[config.mk]
export PLATFORM = sky130hd
export DESIGN_NAME = sliding_window_median_filter
export DESIGN_NICKNAME = d
export VERILOG_FILES = /design/src/rtl/swmf_pkg.sv /design/src/rtl/sliding_window_median_filter.sv /design/src/rtl/swmf_ctrl.sv /design/src/rtl/swmf_datapath.sv
export VERILOG_INCLUDE_DIRS = /design/src /design/src/rtl
export SDC_FILE = /design/constraint.sdc
export NUM_CORES = 2
export LEC_CHECK = 0
export ABC_AREA = 1
export BUFFER_PORTS_ARGS = -buffer_cell sky130_fd_sc_hd__buf_2
export CORE_MARGIN = 2
export CORE_UTILIZATION = 45
export DETAILED_ROUTE_END_ITERATION = 12
export HOLD_SLACK_MARGIN = 0.03
export PLACE_DENSITY = 0.69
export SLEW_MARGIN = 25
export SYNTH_ARGS = -nofsm -noshare
export SYNTH_HDL_FRONTEND = slang
export SYNTH_HIERARCHICAL = 1
export SYNTH_SLANG_ARGS = --single-unit
[constraint.sdc]
create_clock -name clock -period 5.3 [get_ports clock]
set_input_delay 0 -clock clock [delete_from_list [all_inputs] [get_ports clock]]
set_output_delay 0 -clock clock [all_outputs]
set_load 0.05 [all_outputs]
[src/rtl/assert_macros.svh]
// Assertion helpers shared by the filter modules.
`ifndef ASSERT_MACROS_SVH
`define ASSERT_MACROS_SVH

// Clocked property, disabled while reset is high.
`define ASSERT_PROP(label, clk, rst, prop) \
   label: assert property (@(posedge clk) disable iff (rst) (prop)) \
      else $error("assertion failed");

// Invariant that must hold at every clock edge outside reset.
`define ASSERT_ALWAYS(label, clk, rst, expr) \
   `ASSERT_PROP(label, clk, rst, (expr))

`endif

[src/rtl/swmf_pkg.sv]
package swmf_pkg;

   localparam int WINDOW_DEFAULT = 15;
   localparam int SAMPLE_W       = 16;
   localparam int FILL_W         = 4;
   localparam int AGE_W          = 4;

   // Controller to datapath commands for the steps of an item.
   typedef struct packed {
      logic load;
      logic age;
      logic scan_clr;
      logic scan_step;
      logic replace;
      logic remove;
      logic insert;
      logic result;
   } cmd_type;

   // Datapath to controller status.
   typedef struct packed {
      logic full;
      logic scan_last;
   } status_type;

endpackage

[src/rtl/sliding_window_median_filter.sv]
// Running median over the last WINDOW unsigned 16-bit samples. Each req_ transfer adds one
// sample (req_restart empties the window first) and yields exactly one rsp_ transfer with the
// median of the held samples, taken as the element at index count/2 in ascending order (the
// upper middle for an even count), and the fill count, which is masked to 4 bits. While the
// window is still filling an item steps through accept, age, insert and result; once it is
// full, an age scan that walks the entries one per cycle to find the oldest one to replace
// comes before replace, remove, insert and result. A new item is accepted while the
// previous result still waits in the output register. There is no start-up clearing pass.
module sliding_window_median_filter #(
   parameter int WINDOW = swmf_pkg::WINDOW_DEFAULT
) (
   input  logic                          clock,
   input  logic                          reset,
   input  logic                          req_valid,
   output logic                          req_ready,
   input  logic [swmf_pkg::SAMPLE_W-1:0] req_sample,
   input  logic                          req_restart,
   output logic                          rsp_valid,
   input  logic                          rsp_ready,
   output logic [swmf_pkg::SAMPLE_W-1:0] rsp_median,
   output logic [swmf_pkg::FILL_W-1:0]   rsp_fill_count
);
   import swmf_pkg::*;

   cmd_type    cmd;
   status_type status;

   // Sequencer: accept, age, then (full window only) oldest scan, replace, remove; then insert, result.
   swmf_ctrl u_ctrl (
      .clock     (clock),
      .reset     (reset),
      .req_valid (req_valid),
      .req_ready (req_ready),
      .rsp_valid (rsp_valid),
      .rsp_ready (rsp_ready),
      .cmd       (cmd),
      .status    (status)
   );

   // Window store, age array, sorted copy and the output register.
   swmf_datapath #(
      .WINDOW (WINDOW)
   ) u_datapath (
      .clock          (clock),
      .reset          (reset),
      .cmd            (cmd),
      .status         (status),
      .req_sample     (req_sample),
      .req_restart    (req_restart),
      .rsp_median     (rsp_median),
      .rsp_fill_count (rsp_fill_count)
   );

endmodule

[src/rtl/swmf_ctrl.sv]
`include "assert_macros.svh"

module swmf_ctrl (
   input  logic                 clock,
   input  logic                 reset,
   input  logic                 req_valid,
   output logic                 req_ready,
   output logic                 rsp_valid,
   input  logic                 rsp_ready,
   output swmf_pkg::cmd_type    cmd,
   input  swmf_pkg::status_type status
);
   import swmf_pkg::*;

   typedef enum logic [6:0] {
      IDLE    = 7'b0000001,
      AGE     = 7'b0000010,
      SCAN    = 7'b0000100,
      REPLACE = 7'b0001000,
      REMOVE  = 7'b0010000,
      INSERT  = 7'b0100000,
      DONE    = 7'b1000000
   } state_type;

   state_type state_ff, state_in;
   logic      rsp_valid_ff, rsp_valid_in;

   always_comb begin
      cmd      = '0;
      state_in = state_ff;
      case (state_ff)
         IDLE: begin
            if (req_valid) begin
               cmd.load = 1'b1;
               state_in = AGE;
            end
         end
         AGE: begin
            cmd.age      = 1'b1;
            cmd.scan_clr = 1'b1;
            state_in     = status.full ? SCAN : INSERT;
         end
         SCAN: begin
            cmd.scan_step = 1'b1;
            if (status.scan_last) begin
               state_in = REPLACE;
            end
         end
         REPLACE: begin
            cmd.replace = 1'b1;
            state_in    = REMOVE;
         end
         REMOVE: begin
            cmd.remove = 1'b1;
            state_in   = INSERT;
         end
         INSERT: begin
            cmd.insert = 1'b1;
            state_in   = DONE;
         end
         DONE: begin
            // hold until the output register is free
            if (!rsp_valid_ff || rsp_ready) begin
               cmd.result = 1'b1;
               state_in   = IDLE;
            end
         end
         default: begin
            state_in = IDLE;
         end
      endcase
   end

   always_comb begin
      if (cmd.result) begin
         rsp_valid_in = 1'b1;
      end else if (rsp_ready) begin
         rsp_valid_in = 1'b0;
      end else begin
         rsp_valid_in = rsp_valid_ff;
      end
   end

   always_ff @(posedge clock) begin
      if (reset) begin
         state_ff     <= IDLE;
         rsp_valid_ff <= 1'b0;
      end else begin
         state_ff     <= state_in;
         rsp_valid_ff <= rsp_valid_in;
      end
   end

   assign req_ready = (state_ff == IDLE);
   assign rsp_valid = rsp_valid_ff;

   `ASSERT_PROP(a_accept_starts_age, clock, reset, (req_valid && req_ready) |=> (state_ff == AGE))
   `ASSERT_PROP(a_result_raises_valid, clock, reset, cmd.result |=> rsp_valid)

endmodule

[src/rtl/swmf_datapath.sv]
`include "assert_macros.svh"

module swmf_datapath #(
   parameter int WINDOW = swmf_pkg::WINDOW_DEFAULT
) (
   input  logic                          clock,
   input  logic                          reset,
   input  swmf_pkg::cmd_type             cmd,
   output swmf_pkg::status_type          status,
   input  logic [swmf_pkg::SAMPLE_W-1:0] req_sample,
   input  logic                          req_restart,
   output logic [swmf_pkg::SAMPLE_W-1:0] rsp_median,
   output logic [swmf_pkg::FILL_W-1:0]   rsp_fill_count
);
   import swmf_pkg::*;

   localparam int CW = $clog2(WINDOW + 1);
   localparam int IW = (WINDOW > 1) ? $clog2(WINDOW) : 1;
   localparam logic [CW-1:0] FULL_COUNT = CW'(WINDOW);
   localparam logic [CW-1:0] LESS_ONE   = CW'(WINDOW - 1);
   localparam logic [IW-1:0] LAST_IDX   = IW'(WINDOW - 1);

   logic [SAMPLE_W-1:0] sample_ff;
   logic [SAMPLE_W-1:0] old_ff;
   logic [CW-1:0]       count_ff, count_in;
   logic [SAMPLE_W-1:0] value_ff  [WINDOW];
   logic [AGE_W-1:0]    age_ff    [WINDOW];
   logic [AGE_W-1:0]    age_in    [WINDOW];
   logic [SAMPLE_W-1:0] sorted_ff [WINDOW];
   logic [SAMPLE_W-1:0] sorted_in [WINDOW];
   logic [IW-1:0]       idx_ff, idx_in;
   logic [IW-1:0]       pick_ff, pick_in;
   logic [AGE_W-1:0]    best_ff, best_in;
   logic [SAMPLE_W-1:0] median_ff;
   logic [FILL_W-1:0]   fill_ff;

   logic                full;
   logic [CW-1:0]       ins_count;
   logic [CW-1:0]       half;
   logic [WINDOW-1:0]   ge_old;
   logic [WINDOW-1:0]   gt_new;

   assign full      = (count_ff == FULL_COUNT);
   assign ins_count = full ? LESS_ONE : count_ff;
   assign half      = count_ff >> 1;

   assign status.full      = full;
   assign status.scan_last = (idx_ff == LAST_IDX);

   // fill count: clear on restart, grow on append
   always_comb begin
      count_in = count_ff;
      if (cmd.load && req_restart) begin
         count_in = '0;
      end
      if (cmd.insert && !full) begin
         count_in = count_ff + 1'b1;
      end
   end

   // ages: clear on restart, advance held entries (saturating), zero the new entry
   always_comb begin
      for (int i = 0; i < WINDOW; i++) begin
         age_in[i] = age_ff[i];
         if (cmd.load && req_restart) begin
            age_in[i] = '0;
         end
         if (cmd.age) begin
            if (CW'(i) < count_ff) begin
               if (age_ff[i] != '1) begin
                  age_in[i] = age_ff[i] + 1'b1;
               end
            end else if (CW'(i) == count_ff) begin
               age_in[i] = '0;
            end
         end
         if (cmd.replace && (IW'(i) == pick_ff)) begin
            age_in[i] = '0;
         end
      end
   end

   // oldest-entry scan, one entry per cycle; strict compare keeps lowest index on ties
   always_comb begin
      idx_in  = idx_ff;
      pick_in = pick_ff;
      best_in = best_ff;
      if (cmd.scan_clr) begin
         idx_in  = '0;
         pick_in = '0;
         best_in = '0;
      end
      if (cmd.scan_step) begin
         if (age_ff[idx_ff] > best_ff) begin
            best_in = age_ff[idx_ff];
            pick_in = idx_ff;
         end
         idx_in = (idx_ff == LAST_IDX) ? '0 : idx_ff + 1'b1;
      end
   end

   // sorted copy: drop the replaced value, then insert the new sample
   always_comb begin
      for (int i = 0; i < WINDOW; i++) begin
         ge_old[i] = (sorted_ff[i] >= old_ff);
         gt_new[i] = (CW'(i) >= ins_count) || (sorted_ff[i] > sample_ff);
      end
      for (int i = 0; i < WINDOW; i++) begin
         sorted_in[i] = sorted_ff[i];
         if (cmd.remove) begin
            if ((i < WINDOW - 1) && ge_old[i]) begin
               sorted_in[i] = sorted_ff[(i + 1) % WINDOW];
            end
         end
         if (cmd.insert) begin
            if ((i > 0) && gt_new[(i + WINDOW - 1) % WINDOW]) begin
               sorted_in[i] = sorted_ff[(i + WINDOW - 1) % WINDOW];
            end else if (gt_new[i]) begin
               sorted_in[i] = sample_ff;
            end
         end
      end
   end

   always_ff @(posedge clock) begin
      if (reset) begin
         count_ff <= '0;
         for (int i = 0; i < WINDOW; i++) begin
            age_ff[i] <= '0;
         end
      end else begin
         count_ff <= count_in;
         for (int i = 0; i < WINDOW; i++) begin
            age_ff[i] <= age_in[i];
         end
      end
   end

   always_ff @(posedge clock) begin
      idx_ff  <= idx_in;
      pick_ff <= pick_in;
      best_ff <= best_in;
      for (int i = 0; i < WINDOW; i++) begin
         sorted_ff[i] <= sorted_in[i];
      end
      if (cmd.load) begin
         sample_ff <= req_sample;
      end
      if (cmd.age && !full) begin
         value_ff[count_ff[IW-1:0]] <= sample_ff;
      end
      if (cmd.replace) begin
         old_ff            <= value_ff[pick_ff];
         value_ff[pick_ff] <= sample_ff;
      end
      if (cmd.result) begin
         median_ff <= sorted_ff[half[IW-1:0]];
         fill_ff   <= FILL_W'(count_ff);
      end
   end

   assign rsp_median     = median_ff;
   assign rsp_fill_count = fill_ff;

   `ASSERT_ALWAYS(a_count_bound, clock, reset, count_ff <= FULL_COUNT)
   `ASSERT_PROP(a_scan_only_full, clock, reset, cmd.scan_step |-> full)
   `ASSERT_PROP(a_result_nonempty, clock, reset, cmd.result |-> (count_ff != '0))

endmodule

== After elaboration in Yosys (flattened, before gate mapping) ==
Memories as Yosys holds them, arrays and structs flattened. A register that Yosys moved wholly into a read port is not among the register bits.
Index checks and enable logic that the tools add are counted.
Widths: inputs -> output; s select.

* Word-level logic and storage cells: 417
* Bits in registers: 44
* Memories kept: 3
* Input port bits: 21
* Output and inout bits: 22
* Bits in writable memories: 540

{| class="wikitable"
|+ Memory list
! name !! depth !! bits a word !! read ports !! clocked after memory_dff !! write ports !! RTL line !! source
|-
| u_datapath.sorted_ff || 15 || 16 || 16 || 1 || 15 || swmf_datapath.sv:29 || <nowiki>logic [SAMPLE_W-1:0] sorted_ff [WINDOW];</nowiki>
|-
| u_datapath.value_ff || 15 || 16 || 1 || 1 || 1 || swmf_datapath.sv:26 || <nowiki>logic [SAMPLE_W-1:0] value_ff [WINDOW];</nowiki>
|-
| u_datapath.age_ff || 15 || 4 || 16 || 1 || 15 || swmf_datapath.sv:27 || <nowiki>logic [AGE_W-1:0] age_ff [WINDOW];</nowiki>
|}

* Equality and inequality tests: 55
* Reductions and logical operators: 43
* Muxes and demuxes: 216
* Magnitude comparators: 60
* Add/subtract/negate cells: 17
* Bitwise operators: 15

{| class="wikitable"
|+ Operator list
! cell !! number
|-
| $mux 16 || 73
|-
| $mux 4 || 119
|-
| $gt 16x16->1 || 15
|-
| $ge 16x16->1 || 14
|-
| $add 4x1->4 const B || 17
|-
| $ne 4x4->1 const B || 15
|-
| $eq 4x4->1 const A || 14
|-
| $pmux 7 s7 || 1
|-
| $eq 3x4->1 const A || 8
|-
| $ge 4x4->1 const A || 7
|-
| $lt 4x4->1 const A || 7
|-
| $mux 7 || 3
|-
| $logic_and 1x1->1 || 18
|-
| $mux 1 || 18
|-
| $eq 2x4->1 const A || 4
|-
| $ge 3x4->1 const A || 4
|-
| $logic_or 1x1->1 || 16
|-
| $lt 3x4->1 const A || 4
|-
| $reduce_or 16->1 || 1
|-
| $or 1x1->1 || 15
|-
| $eq 1x4->1 const A || 2
|-
| $eq 4x4->1 const B || 2
|-
| $ge 1x4->1 const A || 2
|-
| $ge 2x4->1 const A || 2
|-
| 18 further kinds || 25
|}

== Logic depth before layout (Yosys ltp) ==
* Depth in word-level cells: 9
* Mapped depth: 19
* Mapped depth without buffers: 18

== By module ==
The synthesis kept the hierarchy.

{| class="wikitable"
|+ Modules (own cells, without submodules)
! module !! area an instance (µm²) !! instances !! cells an instance !! seq. area each (µm²)
|-
| swmf_datapath || 41,608.7 || 1 || 5,633 || 15,374.7
|-
| swmf_ctrl || 503.0 || 1 || 74 || 160.2
|}

== Worst setup path before layout ==
OpenSTA, ideal clock, no wires.

* Path type: register to register
* From: register u_datapath/sample_ff[7] (netlist name)
* To: memory u_datapath.sorted_ff[14][0] (enable)
* Data required time: 4.906 ns
* Cell stages (with the launch flop): 15
* Clock period less this slack: 3.809 ns
* Arrival time: 3.415 ns
* Setup time: 0.394 ns
* Path buffers: 2
* Slack: 1.491 ns
* Cell sequence: edfxtp_1 > clkbuf_1 > clkinv_1 > ha_1 > nand2_1 > nor2_1 > nand2_1 > nand2_1 > nand2_1 > nand2_1 > nand2_1 > nand2_1 > clkbuf_1 > nor3_1 > a21oi_1

{| class="wikitable"
|+ RTL lines
! element !! RTL line
|-
| end, declared || swmf_datapath.sv:29
|}

==> qor.csv <==
metric;value;unit
P per Cell Area;312;mW/mm^2
insertion delay to the later sink of the worst-skew pair;680;ps
initial drt markers;5402;
CTS root buf;clkbuf_16;
vias in the first global route;37600;
Worst Skew;38.6;ps
CTS Hold Bufs;26;
Leak Pwr;21.3;nW
total power;14.6;mW
Synth Instances;5707;
synth warn;6;
global route overflow;0;
net count after synthesis;6217;
row count;112;
Max Slew Vio Count;0;
gpl congestion;1.03;
Crit. End Element;register;
Yosys top cell by area;edfxtp_1;
IO Pins;43;
status;completed;
post-route ant nets;0;
main area contributors after synthesis;edfxtp_1, nand2_1, dfxtp_1;
clk sinks;620;
sequential fraction of the synthesis area;36.9;%
post-CTS setup buffer count;0;
WL per Instance;22.8;um
detailed placer's ending HPWL;113;mm
Reg clk slew, reported paths;60;ps
Crit Path Class;reg2reg;
Die Span Y;310;um
Critical Path Source Type;register;
post-synthesis area per instance;7.38;sq um
Tcrit/Tclk final;82.7;%
slew at the pin closest to its max-slew limit;1160;ps
crit path DAT;4910;ps
Max rail drop VDD;0.000262;V
TritonCTS buffer count;74;
RSZ-0062 raised after global routing;false;
worst hold path class;in2reg;
PortBufs;42;
core area;0.0930;sq mm
number of flops mapped to enable cells by yosys;312;
largest net degree at the start of global routing;65;
relative slew slack;22.3;%
Yosys reg bits;620;
antenna violations before repair;0;
Final Hold Viols;0;
Die ar.;0.0960;sq mm
Final nets;6266;
Critical Path RT;5830;ps
drt drc;0;
Crit Path Max Fanout;33;
crit path time final;4380;ps
area share of the largest cell type after synthesis;22.2;%
fmax;228;MHz
asr flop ratio synth;0;%
Routed WL;161;mm
CTS resizes;0;
first-pass iteration count of the detailed router;7;
filler cell count;9143;
vias;41600;
overall routing resource usage;33.0;%
Setup Total Neg Slack;0;ps
share of cells above drive strength 1;6.13;%
Die W;310;um
mapped cell area;0.0421;sq mm
CTS tree;yes;
Starting Density;45.3;%
Netlist cell types;55;
Layout area overhead;11.0;%
CTS H-tree lvls;3;
Synth Flop Type;edfxtp_1;
Longest Clk Path Bufs;3;
first-pass GRT wire length;237;mm
final setup fails;0;
max-cap viol count;0;
drt via density;5.89;
registers in the layout, summed over array words and instances (netlist names), 4 cells and up, named ones only:
| register | cells |
|---|---|
| u_datapath/best_ff | 4 |
| u_datapath/rsp_fill_count | 4 |
| u_datapath/count_ff | 4 |
| u_datapath/rsp_median | 16 |
| u_datapath/pick_ff | 4 |
| u_datapath/idx_ff | 4 |
| u_datapath/sorted_ff | 240 |
| u_datapath/age_ff | 60 |
| u_datapath/value_ff | 240 |
| u_datapath/sample_ff | 16 |
| u_ctrl/state_ff | 7 |
| u_datapath/old_ff | 16 |
per-stage QoR:
step                setup WS [ps]  area [sq um]  cells  util [%]  hold WS, ps
floorplan                    1490         42100   5707         -         69.1
global placement             1160         44100   6906      47.3          177
detailed placement           1120         44100   6908      47.4          179
CTS                          1070         46700   7066      50.2         38.2
global route                  711         46700   7066      50.2         67.9
finish                        917         46700   7068      50.2         72.9
report_power, final:
group | internal (mW) | switching [mW] | total [mW]
Combinational | 1.25 | 2.16 | 3.41
Clock | 2.90 | 2.23 | 5.13
Sequential | 5.43 | 0.630 | 6.06
Total | 9.59 | 5.01 | 14.6
critical path, stage by stage (launching register included):
cell	delay [ps]
edfxtp_1	350
clkinv_1	750
ha_1	630
nand2_1	70
inv_1	40
nor3_1	170
nand2_1	80
nand2_1	60
nand2_1	50
nand2_1	460
nand2_2	560
nand2_1	330
nand2_1	400
nor2_1	210
nor2_1	70
Yosys cell counts (all sizes together) (2+ instances only):
| master | number |
|---|---|
| o31ai | 5 |
| a211oi | 14 |
| o221ai | 4 |
| nor3b | 4 |
| nor4 | 4 |
| inv | 596 |
| a221oi | 19 |
| o32ai | 6 |
| o21ai | 334 |
| o21bai | 7 |
| o21a | 22 |
| a2111oi | 7 |
| nand2 | 1702 |
| nand3b | 6 |
| o211ai | 23 |
| a22oi | 51 |
| clkbuf | 146 |
| ha | 489 |
| o22ai | 22 |
| or3 | 16 |
| or2 | 6 |
| buf | 77 |
| edfxtp | 312 |
| nor2 | 361 |
| nand3 | 605 |
| o2111ai | 20 |
| clkinv | 20 |
| a31oi | 39 |
| nand4 | 40 |
| dfxtp | 308 |
| nor3 | 42 |
| a21oi | 385 |
| a21o | 7 |
| a32oi | 2 |
kinds of logic after synthesis:
| group | synth area share (%) |
|---|---|
| and+or+nand+nor | 27.6 |
| AOI/OAI and AO/OA | 13.2 |
| buffers and inverters | 7.78 |
| DFF | 36.9 |
| adders and majority gates | 14.5 |
| xor gates and xnor gates | 0.0416 |
cell type report:
type                       count  area, sq um  area share [%]
clock buffer                 100         1980            4.23
sequential                   620        15500            33.2
clock inverter                32          414           0.886
tap                         1254         1570            3.36
inverter                     616         2310            4.95
multi-input combinational   4248        23400            50.1
timing repair buffer         196         1490            3.19
antenna                        2         5.00          0.0107
cell usage in the layout (no fill, tap or decap), drive strengths merged, types with 45 or more instances in the layout:
master  netlist  routed
o21ai       334     334
nand2      1702    1702
clkinv       20      45
nor2        361     361
a21oi       385     385
a22oi        51      51
clkbuf      146     100
nand3       605     605
edfxtp      312     312
inv         596     597
ha          489     489
buf          77     170
dfxtp       308     308
per-layer routing:
layer | vias up | part of all wire, % | track usage, %
met2 | 2524 | 42 | 48.7
met5 | - | 0 | 0
met1 | 19300 | 40 | 45.3
li1 | 19400 | - | -
met3 | 423 | 12 | 6.60
met4 | 0 | 5.8 | 17.9
final timing paths:
path	slack (ps)	startpoint	endpoint	cells after the start
setup / recovery	920	u_datapath/sample_ff[7]$_DFFE_PP_	u_datapath/sorted_ff[2][4]$_DFF_P_	14
hold / removal	70	req_sample[8]	u_datapath/sample_ff[8]$_DFFE_PP_	2
setup reg to reg	920	u_datapath/sample_ff[7]$_DFFE_PP_	u_datapath/sorted_ff[2][4]$_DFF_P_	14
hold reg to reg	480	u_datapath/sorted_ff[0][0]$_DFF_P_	u_datapath/sorted_ff[1][0]$_DFF_P_	2
Power figures use the tool's default switching activity.
